$ cat src/hw/rtl/dsta_ram.sv
// Generic single-write, single-read RAM with registered read data.
// No dependencies.
module dsta_ram #(
  parameter int unsigned WIDTH = 8,
  parameter int unsigned DEPTH = 64
) (
  input  logic                     clk,
  input  logic                     we,
  input  logic [$clog2(DEPTH)-1:0] waddr,
  input  logic [WIDTH-1:0]         wdata,
  input  logic [$clog2(DEPTH)-1:0] raddr,
  output logic [WIDTH-1:0]         rdata
);

  logic [WIDTH-1:0] mem [DEPTH];

  always_ff @(posedge clk) begin
    if (we) begin
      mem[waddr] <= wdata;
    end
    rdata <= mem[raddr];
  end

endmodule

$ cat config.mk
export PLATFORM = sky130hd
export DESIGN_NAME = dsta_ram
export DESIGN_NICKNAME = d
export VERILOG_FILES = /design/src/hw/rtl/dsta_ram.sv
export SDC_FILE = /design/constraint.sdc
export NUM_CORES = 1
export LEC_CHECK = 0
export BUFFER_PORTS_ARGS = -buffer_cell sky130_fd_sc_hd__buf_4
export CAP_MARGIN = 20
export CORE_UTILIZATION = 45
export CTS_CLUSTER_DIAMETER = 50
export DETAILED_ROUTE_END_ITERATION = 6
export GPL_ROUTABILITY_DRIVEN = 0
export GPL_TIMING_DRIVEN = 0
export PLACE_DENSITY_LB_ADDON = 0.1
export SYNTH_ARGS = -nofsm -noshare
export SYNTH_HDL_FRONTEND = slang
export SYNTH_SLANG_ARGS = --single-unit
$ cat constraint.sdc
create_clock -name clk -period 2.24 [get_ports clk]
set_clock_uncertainty 0.15 [all_clocks]
set_input_delay 0.448 -clock clk [delete_from_list [all_inputs] [get_ports clk]]
set_output_delay 0.448 -clock clk [all_outputs]
set_load 0.02 [all_outputs]
==> results.json <==
{
  "drt_iter0_drc": 1153,
  "final_core_util": 0.521,
  "yosys-top-cells-area": "edfxtp_1 (76%), mux4_2 (14%), nor2_1 (1.5%)",
  "drt-total-wl_um": 50300,
  "dp.cells": 1555,
  "setup_slack_ns": -0.0845,
  "clk_pin_slew_ns": 0.06,
  "synth_warnings": 0,
  "ys_seq_area_frac": 0.770,
  "syn2layout_area_growth_pct": 14.2,
  "fp.coreArea_sq_mm": 0.0442,
  "root_buffer": "clkbuf_16",
  "synth_seq_cells": 520,
  "diodes": 0,
  "drc": 0,
  "worstPathArrival_ns": 2.40,
  "post_route_cells_drive_above_1_share": 0.304,
  "synth_edf_count": 512,
  "stdcell_area_sq_mm": 0.0230,
  "grt_overflow": 0,
  "cp_max_fo": 10,
  "netlist_top_cells_count": "edfxtp_1 (512), mux4_2 (126), nor2_1 (83)",
  "place_ws_ns": -1.29,
  "ioPinCount": 30,
  "wire_per_inst_um": 30.4,
  "vdd.ir_drop.worst_mv": 0.501,
  "slew_headroom": 0.315,
  "insertion_delay_ns": 0.60,
  "synth_top_cell_by_area": "edfxtp_1",
  "numCtsBuffers": 53,
  "cp_data_required_time_ns": 2.31,
  "postCtsSetupBuffers": 0,
  "worst_pin_slew_ns": 1.02,
  "die_h_um": 214,
  "grt_max_degree": 65,
  "synth_ff_type": "edfxtp_1",
  "grt_usage": 0.229,
  "power_switching_w": 0.00443,
  "syn-num-nets": 962,
  "violations": "setup timing",
  "grt_pass1_wl_um": 71300,
  "ys_types": 40,
  "critPathKind": "in2reg",
  "critPathLaunchType": "input pin",
  "internal_power_w": 0.0163,
  "pwr-share-seq": 0.521,
  "combPwrFrac": 0.056,
  "instances_no_fill": 1655,
  "dr_total_vias": 9837,
  "dr.pass1.iters": 5,
  "slowest_stage": "nor2_1",
  "initial_core_util": 0.456,
  "syn_area_per_cell_sq_um": 21.5,
  "async_flop_share": 0,
  "place_area_sq_mm": 0.0211,
  "end_kind": "flip-flop",
  "setup_viol": 32,
  "synth_most_common_cell": "edfxtp_1",
  "finalCriticalPeriod_ns": 2.32,
  "htree_levels": 2,
  "vias_per_cell": 5.94,
  "power_switching_share": 0.214,
  "fin_crit_sh": 1.04,
  "cp_top_family": "simple AND/OR/NAND/NOR gates",
  "grt_pass1_vias": 9855,
  "hpwlAfterDp_um": 31400,
  "yosys.area.top_type_share": 0.762,
  "fin_nets": 1040,
  "cts_tree": "done",
  "fp.dieW_um": 214,
  "final_antenna_net_count": 0,
  "min_path_type": "in2reg",
  "fmax_ghz": 0.430,
  "p_per_area_mw_per_mm2": 898,
  "cts.path.max_buffers": 3,
  "synthCells": 940,
  "path_cells": "clkbuf_1 > nor2b_1 > nand3_1 > nor2_1",
  "status": "finished with violations",
  "rsz0062_at_grt": "true",
  "antenna_found_initial": 2,
  "io_buffers": 21,
  "row_count": 77,
  "slew_violations": 0,
  "die_area_sq_mm": 0.0457,
  "cap_violations": 0,
  "cts_sinks": 520,
  "synthesis.area_sq_mm": 0.0202,
  "timing.critical_path.buf_inv": 1,
  "final-hold-violation-count": 0,
  "critPathMaxStageDelay_ns": 0.87,
  "power.share.clock": 0.422,
  "fillers": 3473,
  "p_leak_nw": 7.15
}
[registers in the layout, summed over array words and instances (netlist names)]
| register | flops |
|---|---|
| rdata | 8 |
| mem | 512 |
[layer usage]
metal	track usage	share of wire	vias to the layer above
met1	0.332	0.44	5268
met5	0	0.00034	-
met2	0.342	0.46	381
met3	0.0564	0.070	85
met4	0.0751	0.030	2
li1	-	-	4101
[final timing paths]
check	startpoint	depth (start not counted)	slack, ns	to
worst max register to register	mem[29][6]$_DFFE_PP_	5	0.03	rdata[6]$_DFF_P_
worst max-delay path	waddr[2]	4	-0.08	mem[29][1]$_DFFE_PP_
worst min-delay path	raddr[5]	2	0.03	rdata[3]$_DFF_P_
worst min register to register	mem[6][7]$_DFFE_PP_	4	0.80	rdata[7]$_DFF_P_
[cell usage in the layout, fill, tap and decap left out, types with 4 or more instances in the layout]
| cell type | count |
|---|---|
| a211oi_1 | 4 |
| a221oi_1 | 6 |
| buf_2 | 5 |
| buf_4 | 34 |
| buf_6 | 13 |
| clkbuf_1 | 24 |
| clkbuf_16 | 55 |
| clkbuf_2 | 9 |
| clkbuf_8 | 7 |
| clkinv_1 | 8 |
| clkinv_2 | 9 |
| dfxtp_1 | 8 |
| edfxtp_1 | 512 |
| mux2_2 | 13 |
| mux2i_1 | 22 |
| mux4_2 | 126 |
| nand2_1 | 19 |
| nand2b_1 | 7 |
| nand3_1 | 12 |
| nor2_1 | 56 |
| nor2_2 | 27 |
| nor2b_1 | 14 |
| nor3_1 | 5 |
| o221ai_1 | 7 |
| o22ai_1 | 5 |
[cell type report]
| cell class | instances | area, sq um | area share |
|---|---|---|---|
| sequential | 520 | 15500 | 0.675 |
| multi-input combinational | 369 | 4470 | 0.194 |
| clock buffer | 77 | 1530 | 0.0664 |
| tap | 592 | 741 | 0.0322 |
| buffer | 51 | 392 | 0.0170 |
| clock inverter | 23 | 191 | 0.00831 |
| timing repair buffer | 23 | 173 | 0.00750 |
[cell families (layout without fill, tap and decap cells)]
logic type             after synthesis  in the layout  share of synthesized area
AO/OA/AOI/OAI                       54             54                     0.0207
buffers and inverters               51            174                     0.0157
flip-flops                         520            520                      0.770
AND/OR/NAND/NOR                    153            153                     0.0339
multiplexers                       162            162                      0.159
[worst reg2reg max path: stages, from the launching register on]
cell	delay, ns
edfxtp_1	0.37
mux4_2	0.46
mux2_2	0.31
o221a_2	0.30
nor3_2	0.29
o32ai_2	0.17
[what timing repair did]
item	4_1_cts	5_1_grt
endpoints found under the setup margin	58	172
pin swaps	0	0
hold buffers	0	0
resized for setup	42	40
[power groups by stage]
stage | Clock, W | Combinational, W | Sequential [W]
global placement | 0 | 0.00112 | 0.0110
floorplan | 0 | 0.000575 | 0.0110
CTS | 0.00887 | 0.00115 | 0.0108
finish | 0.00874 | 0.00116 | 0.0108
detailed placement | 0 | 0.00113 | 0.0110
global route | 0.00922 | 0.00123 | 0.0108
[through the flow]
stage                     total power, W  hold slack [ns]  setup TNS (ns)
after detailed placement          0.0121            0.664         -244.42
after CTS                         0.0208           0.0292           -1.36
final                             0.0207           0.0335           -1.95
after floorplan                   0.0116            0.397               0
after global placement            0.0121            0.672         -235.42
after global routing              0.0212           0.0288           -6.42
No activity file was read; power rests on OpenSTA's default activity.
