File: config.mk
export PLATFORM = sky130hd
export DESIGN_NAME = dsta_out_reg
export DESIGN_NICKNAME = d
export VERILOG_FILES = /design/src/hw/rtl/dsta_pkg.sv /design/src/hw/rtl/dsta_out_reg.sv
export SDC_FILE = /design/constraint.sdc
export NUM_CORES = 1
export LEC_CHECK = 0
export CELL_PAD_IN_SITES_DETAIL_PLACEMENT = 0
export CELL_PAD_IN_SITES_GLOBAL_PLACEMENT = 1
export CORE_MARGIN = 2
export CORE_UTILIZATION = 40
export CTS_BUF_LIST = sky130_fd_sc_hd__clkbuf_16
export CTS_CLUSTER_DIAMETER = 120
export DETAILED_ROUTE_END_ITERATION = 7
export DONT_BUFFER_PORTS = 1
export GPL_TIMING_DRIVEN = 0
export PLACE_DENSITY_LB_ADDON = 0.05
export SETUP_SLACK_MARGIN = 0.5
export SYNTH_ARGS = -nofsm -noshare
export SYNTH_HDL_FRONTEND = slang
export SYNTH_SLANG_ARGS = --single-unit
File: constraint.sdc
create_clock -name clk -period 2.75 [get_ports clk]
set_input_delay 0.275 -clock clk [delete_from_list [all_inputs] [get_ports clk]]
set_output_delay 0.275 -clock clk [all_outputs]
set_load 0.005 [all_outputs]
File: src/hw/rtl/dsta_pkg.sv
// Types and codes of the sighting table with aging.
// No dependencies.
package dsta_pkg;

  localparam int unsigned MAC_W   = 48;
  localparam int unsigned TIME_W  = 32;
  localparam int unsigned HITS_W  = 16;
  localparam int unsigned TOTAL_W = 7;

  localparam logic [TOTAL_W-1:0] OUT_LIMIT = 7'd64;
  localparam logic [HITS_W-1:0]  HITS_MAX  = 16'hFFFF;

  // input function codes
  localparam logic [1:0] FUNC_SIGHT  = 2'd0;
  localparam logic [1:0] FUNC_PRUNE  = 2'd1;
  localparam logic [1:0] FUNC_REPORT = 2'd2;

  // result kinds
  localparam logic [1:0] KIND_ACK    = 2'd0;
  localparam logic [1:0] KIND_ENTRY  = 2'd1;
  localparam logic [1:0] KIND_EMPTY  = 2'd2;
  localparam logic [1:0] KIND_PRUNED = 2'd3;

  // sighting status
  localparam logic [1:0] STAT_UPDATED  = 2'd0;
  localparam logic [1:0] STAT_INSERTED = 2'd1;
  localparam logic [1:0] STAT_DROPPED  = 2'd2;

  // configuration register indexes
  localparam logic [1:0] CFG_MIN_COUNT  = 2'd0;
  localparam logic [1:0] CFG_STALE_MS   = 2'd1;
  localparam logic [1:0] CFG_MAX_REPORT = 2'd2;

  localparam logic [15:0]       MIN_COUNT_RST  = 16'd2;
  localparam logic [TIME_W-1:0] STALE_MS_RST   = 32'd120000;
  localparam logic [6:0]        MAX_REPORT_RST = 7'd40;

  typedef struct packed {
    logic [MAC_W-1:0]  addr;
    logic [1:0]        sources;
    logic [7:0]        strength;
    logic [HITS_W-1:0] hits;
    logic [TIME_W-1:0] seen;
    logic [TIME_W-1:0] rtime;
  } entry_t;

  typedef struct packed {
    logic [1:0]         kind;
    logic [1:0]         status;
    logic [MAC_W-1:0]   mac;
    logic [1:0]         sources;
    logic [7:0]         rssi;
    logic [HITS_W-1:0]  count;
    logic [TOTAL_W-1:0] total;
    logic               last;
  } res_t;

endpackage

File: src/hw/rtl/dsta_out_reg.sv
// Output register for result words, valid/ready toward the consumer.
// Depends on dsta_pkg.
module dsta_out_reg
  import dsta_pkg::*;
(
  input  logic clk,
  input  logic rst,
  input  logic push,
  input  res_t push_word,
  output logic push_ready,
  output logic out_valid,
  input  logic out_ready,
  output res_t out_word
);

  assign push_ready = !out_valid || out_ready;

  always_ff @(posedge clk) begin
    if (rst) begin
      out_valid <= 1'b0;
    end else if (push_ready) begin
      out_valid <= push;
    end
  end

  always_ff @(posedge clk) begin
    if (push && push_ready) begin
      out_word <= push_word;
    end
  end

endmodule

==> impl_metrics.prom <==
# TYPE chip_impl_metric gauge
chip_impl_metric{name="reg2reg_slack",unit="ns"} 1.04
chip_impl_metric{name="synth-async-reset-ratio",unit="%"} 0
chip_impl_metric{name="detailed_route_wl",unit="µm"} 4300
chip_impl_metric{name="maxSlewViolCount",unit=""} 0
chip_impl_metric{name="detail_route.wl_per_cell",unit="µm"} 23.3
chip_impl_metric{name="cts_made_buffers",unit=""} 9
chip_impl_info{name="synth.most_common_cell",value="sky130_fd_sc_hd__edfxtp_1"} 1
chip_impl_metric{name="cts_hold_buffers",unit=""} 1
chip_impl_metric{name="worstPathRequired",unit="ns"} 2.69
chip_impl_metric{name="net-switching-power",unit="µW"} 506
chip_impl_metric{name="yosysSeqAreaShare",unit="%"} 98.7
chip_impl_info{name="crit-reg2reg-launch",value="out_valid$_SDFFE_PP0P_"} 1
chip_impl_metric{name="overflow",unit=""} 0
chip_impl_metric{name="core_area",unit="µm²"} 6350
chip_impl_metric{name="number_of_synthesized_flops_with_an_enable_pin",unit=""} 86
chip_impl_info{name="hold_path.startpoint",value="push_word[59]"} 1
chip_impl_info{name="worst_hold_path.endpoint",value="out_word[59]$_DFFE_PP_"} 1
chip_impl_metric{name="ctsLongestPathBuffers",unit=""} 2
chip_impl_info{name="worstSetupEndpointType",value="flip-flop"} 1
chip_impl_metric{name="syn-instance-count",unit=""} 91
chip_impl_metric{name="antenna_left",unit=""} 0
chip_impl_metric{name="port-buffer-count",unit=""} 0
chip_impl_metric{name="p_int",unit="mW"} 2.25
chip_impl_metric{name="reg2reg_depth",unit=""} 2
chip_impl_metric{name="first_pass_grt_wire_length",unit="µm"} 5850
chip_impl_metric{name="final_weighted_congestion_in_routability_driven_placement",unit=""} 0.653
chip_impl_info{name="reg2reg_to",value="out_word[36]$_DFFE_PP_"} 1
chip_impl_info{name="setup_repair_after_global_routing_missed_its_margin",value="false"} 1
chip_impl_info{name="hold_class",value="primary input to flip-flop"} 1
chip_impl_metric{name="max_slew.worst_pin.slew",unit="ns"} 1.04
chip_impl_metric{name="cts_resized",unit=""} 0
chip_impl_metric{name="die_y",unit="µm"} 85.2
chip_impl_metric{name="clk_pin_slew",unit="ns"} 0.06
chip_impl_metric{name="final_core_utilization",unit="%"} 47.8
chip_impl_metric{name="report.final.hold_viol_count",unit=""} 0
chip_impl_metric{name="grt_pass1_vias",unit=""} 949
chip_impl_metric{name="grt_use_total",unit="%"} 12.0
chip_impl_metric{name="avgSynthCellArea",unit="µm²"} 29.0
chip_impl_metric{name="die_width",unit="µm"} 85.2
chip_impl_info{name="status",value="complete, no violations"} 1
chip_impl_info{name="cts_tree",value="built"} 1
chip_impl_metric{name="totalNegativeSetupSlack",unit="ns"} 0
chip_impl_metric{name="boundaryPins",unit=""} 178
chip_impl_metric{name="first_pass_drt_iterations",unit=""} 3
chip_impl_metric{name="clkLatencyLatePin",unit="ns"} 0.32
chip_impl_metric{name="setup_viol_count_final",unit=""} 0
chip_impl_metric{name="swShare",unit="%"} 18.3
chip_impl_metric{name="hold-worst-slack",unit="ns"} 0.0428
chip_impl_metric{name="initial_antenna_violation_count",unit=""} 0
chip_impl_metric{name="drt_iter0_drc",unit=""} 69
chip_impl_metric{name="drt_drc_violations_left",unit=""} 0
chip_impl_metric{name="clock_group_share_of_total_power",unit="%"} 40.9
chip_impl_metric{name="synth.cell_area",unit="µm²"} 2640
chip_impl_metric{name="timing.hold.worst_path_depth",unit=""} 0
chip_impl_metric{name="maxSlewHeadroom",unit="%"} 30.4
chip_impl_metric{name="combinationalPowerShare",unit="%"} 1.2
chip_impl_metric{name="critical_path_arrival",unit="ns"} 1.66
chip_impl_metric{name="synth_cell_type_count",unit=""} 6
chip_impl_info{name="worst-setup-path-type",value="flip-flop to flip-flop"} 1
chip_impl_metric{name="fin_nets",unit=""} 193
chip_impl_metric{name="synthDominantCellAreaShare",unit="%"} 97.9
chip_impl_metric{name="fin_skew",unit="ns"} 0.00672
chip_impl_info{name="synth-main-ff-cell",value="sky130_fd_sc_hd__edfxtp_1"} 1
chip_impl_metric{name="vdd.ir_drop.worst",unit="mV"} 0.487
chip_impl_metric{name="min_period",unit="ns"} 1.71
chip_impl_metric{name="p_per_area",unit="nW/µm²"} 910
chip_impl_metric{name="maxClockFrequency",unit="GHz"} 0.584
chip_impl_metric{name="via_per_inst",unit=""} 5.06
chip_impl_metric{name="drv.max_cap_violation_count",unit=""} 0
chip_impl_info{name="post_synth_main_area_contributors",value="sky130_fd_sc_hd__edfxtp_1, sky130_fd_sc_hd__dfxtp_1, sky130_fd_sc_hd__nand2b_4, sky130_fd_sc_hd__a21oi_2, sky130_fd_sc_hd__and2_4"} 1
chip_impl_metric{name="n_fill_cell",unit=""} 506
chip_impl_metric{name="route.vias.total",unit=""} 937
chip_impl_metric{name="ctsHtreeMaxLevel",unit=""} 3
chip_impl_metric{name="syn2layout_area_growth",unit="%"} 15.0
chip_impl_metric{name="timing.final.crit_share",unit="%"} 62.3
chip_impl_metric{name="initial_core_utilization",unit="%"} 41.5
chip_impl_metric{name="post_route_cells_drive_above_1_share",unit="%"} 15.7
chip_impl_info{name="synth.largest_area_cell",value="sky130_fd_sc_hd__edfxtp_1"} 1
chip_impl_info{name="beginning_of_the_critical_path",value="out_valid$_SDFFE_PP0P_"} 1
chip_impl_metric{name="floorplan.rows",unit=""} 29
chip_impl_metric{name="cts_sinks",unit=""} 87
chip_impl_metric{name="dieArea",unit="µm²"} 7260
chip_impl_metric{name="syn_nets",unit=""} 181
chip_impl_metric{name="static_leakage",unit="nW"} 1.00
chip_impl_metric{name="ys.warnings.count",unit=""} 0
chip_impl_metric{name="post_cts_buffers",unit=""} 0
chip_impl_metric{name="synth_seq_cells",unit=""} 87
chip_impl_metric{name="design_power_total",unit="mW"} 2.76
chip_impl_metric{name="critPathMaxFanout",unit=""} 86
chip_impl_info{name="timing.critical_path.from_type",value="flip-flop"} 1
chip_impl_metric{name="antennaDiodeCount",unit=""} 0
chip_impl_metric{name="largest_net_degree_at_the_start_of_global_routing",unit=""} 87
chip_impl_info{name="cts_root_buf",value="sky130_fd_sc_hd__clkbuf_16"} 1
chip_impl_metric{name="seq_power_share",unit="%"} 57.8
state kept, by name, summed over array words and instances (netlist names):
signal,flops
out_word,86
out_valid,1
power groups by stage:
stage	Clock, mW	Combinational (mW)	Sequential [mW]
6_report	1.13	0.0339	1.60
5_1_grt	1.21	0.0388	1.61
4_1_cts	1.16	0.0355	1.60
3_5_place_dp	0	0.0339	1.63
3_3_place_gp	0	0.0323	1.63
2_1_floorplan	0	0.0267	1.61
through the flow:
step                      cell area [µm²]  worst slack (ns)  std cells
after global placement               2730              1.09        168
after detailed placement             2730              1.05        168
after floorplan                      2640              1.26         91
final                                3030              1.04        185
after CTS                            3030              1.02        185
after global routing                 3030             0.903        185
logic make-up after synthesis:
logic type / synth area share (%)
AOI/OAI and AO/OA: 0.332
DFF: 98.7
buffers and inverters: 0.142
and+or+nand+nor: 0.854
placed cells by master, fill, tap and decap left out:
cell	n
sky130_fd_sc_hd__edfxtp_1	86
sky130_fd_sc_hd__clkinvlp_4	1
sky130_fd_sc_hd__bufinv_16	1
sky130_fd_sc_hd__dfxtp_1	1
sky130_fd_sc_hd__nand2b_4	1
sky130_fd_sc_hd__and2_4	1
sky130_fd_sc_hd__clkinv_4	1
sky130_fd_sc_hd__clkinv_2	2
sky130_fd_sc_hd__inv_1	1
sky130_fd_sc_hd__a21oi_2	1
sky130_fd_sc_hd__dlygate4sd3_1	1
sky130_fd_sc_hd__clkinv_1	2
sky130_fd_sc_hd__clkbuf_16	9
cell type report:
cell class | count | area, µm² | area share (%)
Tap cell | 77 | 96.3 | 3.18
Inverter | 1 | 3.75 | 0.124
Clock buffer | 9 | 225 | 7.43
Timing Repair Buffer | 1 | 10.0 | 0.330
Multi-Input combinational cell | 3 | 31.3 | 1.03
Sequential cell | 87 | 2600 | 85.8
Clock inverter | 7 | 63.8 | 2.10
critical path, cell delays in order, from the launching register on:
cell	delay, ns
sky130_fd_sc_hd__dfxtp_1	0.35
sky130_fd_sc_hd__nand2b_4	0.10
sky130_fd_sc_hd__and2_4	0.80
worst max path at each step:
stage               depth (start not counted)                endpoint  slack (ns)
global route                                2  out_word[75]$_DFFE_PP_        0.90
CTS                                         2  out_word[28]$_DFFE_PP_        1.02
finish                                      2  out_word[36]$_DFFE_PP_        1.04
detailed placement                          2  out_word[38]$_DFFE_PP_        1.05
global placement                            2   out_word[9]$_DFFE_PP_        1.09
floorplan                                   2   out_word[0]$_DFFE_PP_        1.26
routing by layer:
metal / GRT usage [%] / wire, µm
met5: 0 / 0
met4: 9.09 / 114
met3: 8.46 / 624
met2: 19.0 / 2310
met1: 10.2 / 1260
(Power assumes the default switching activity.)
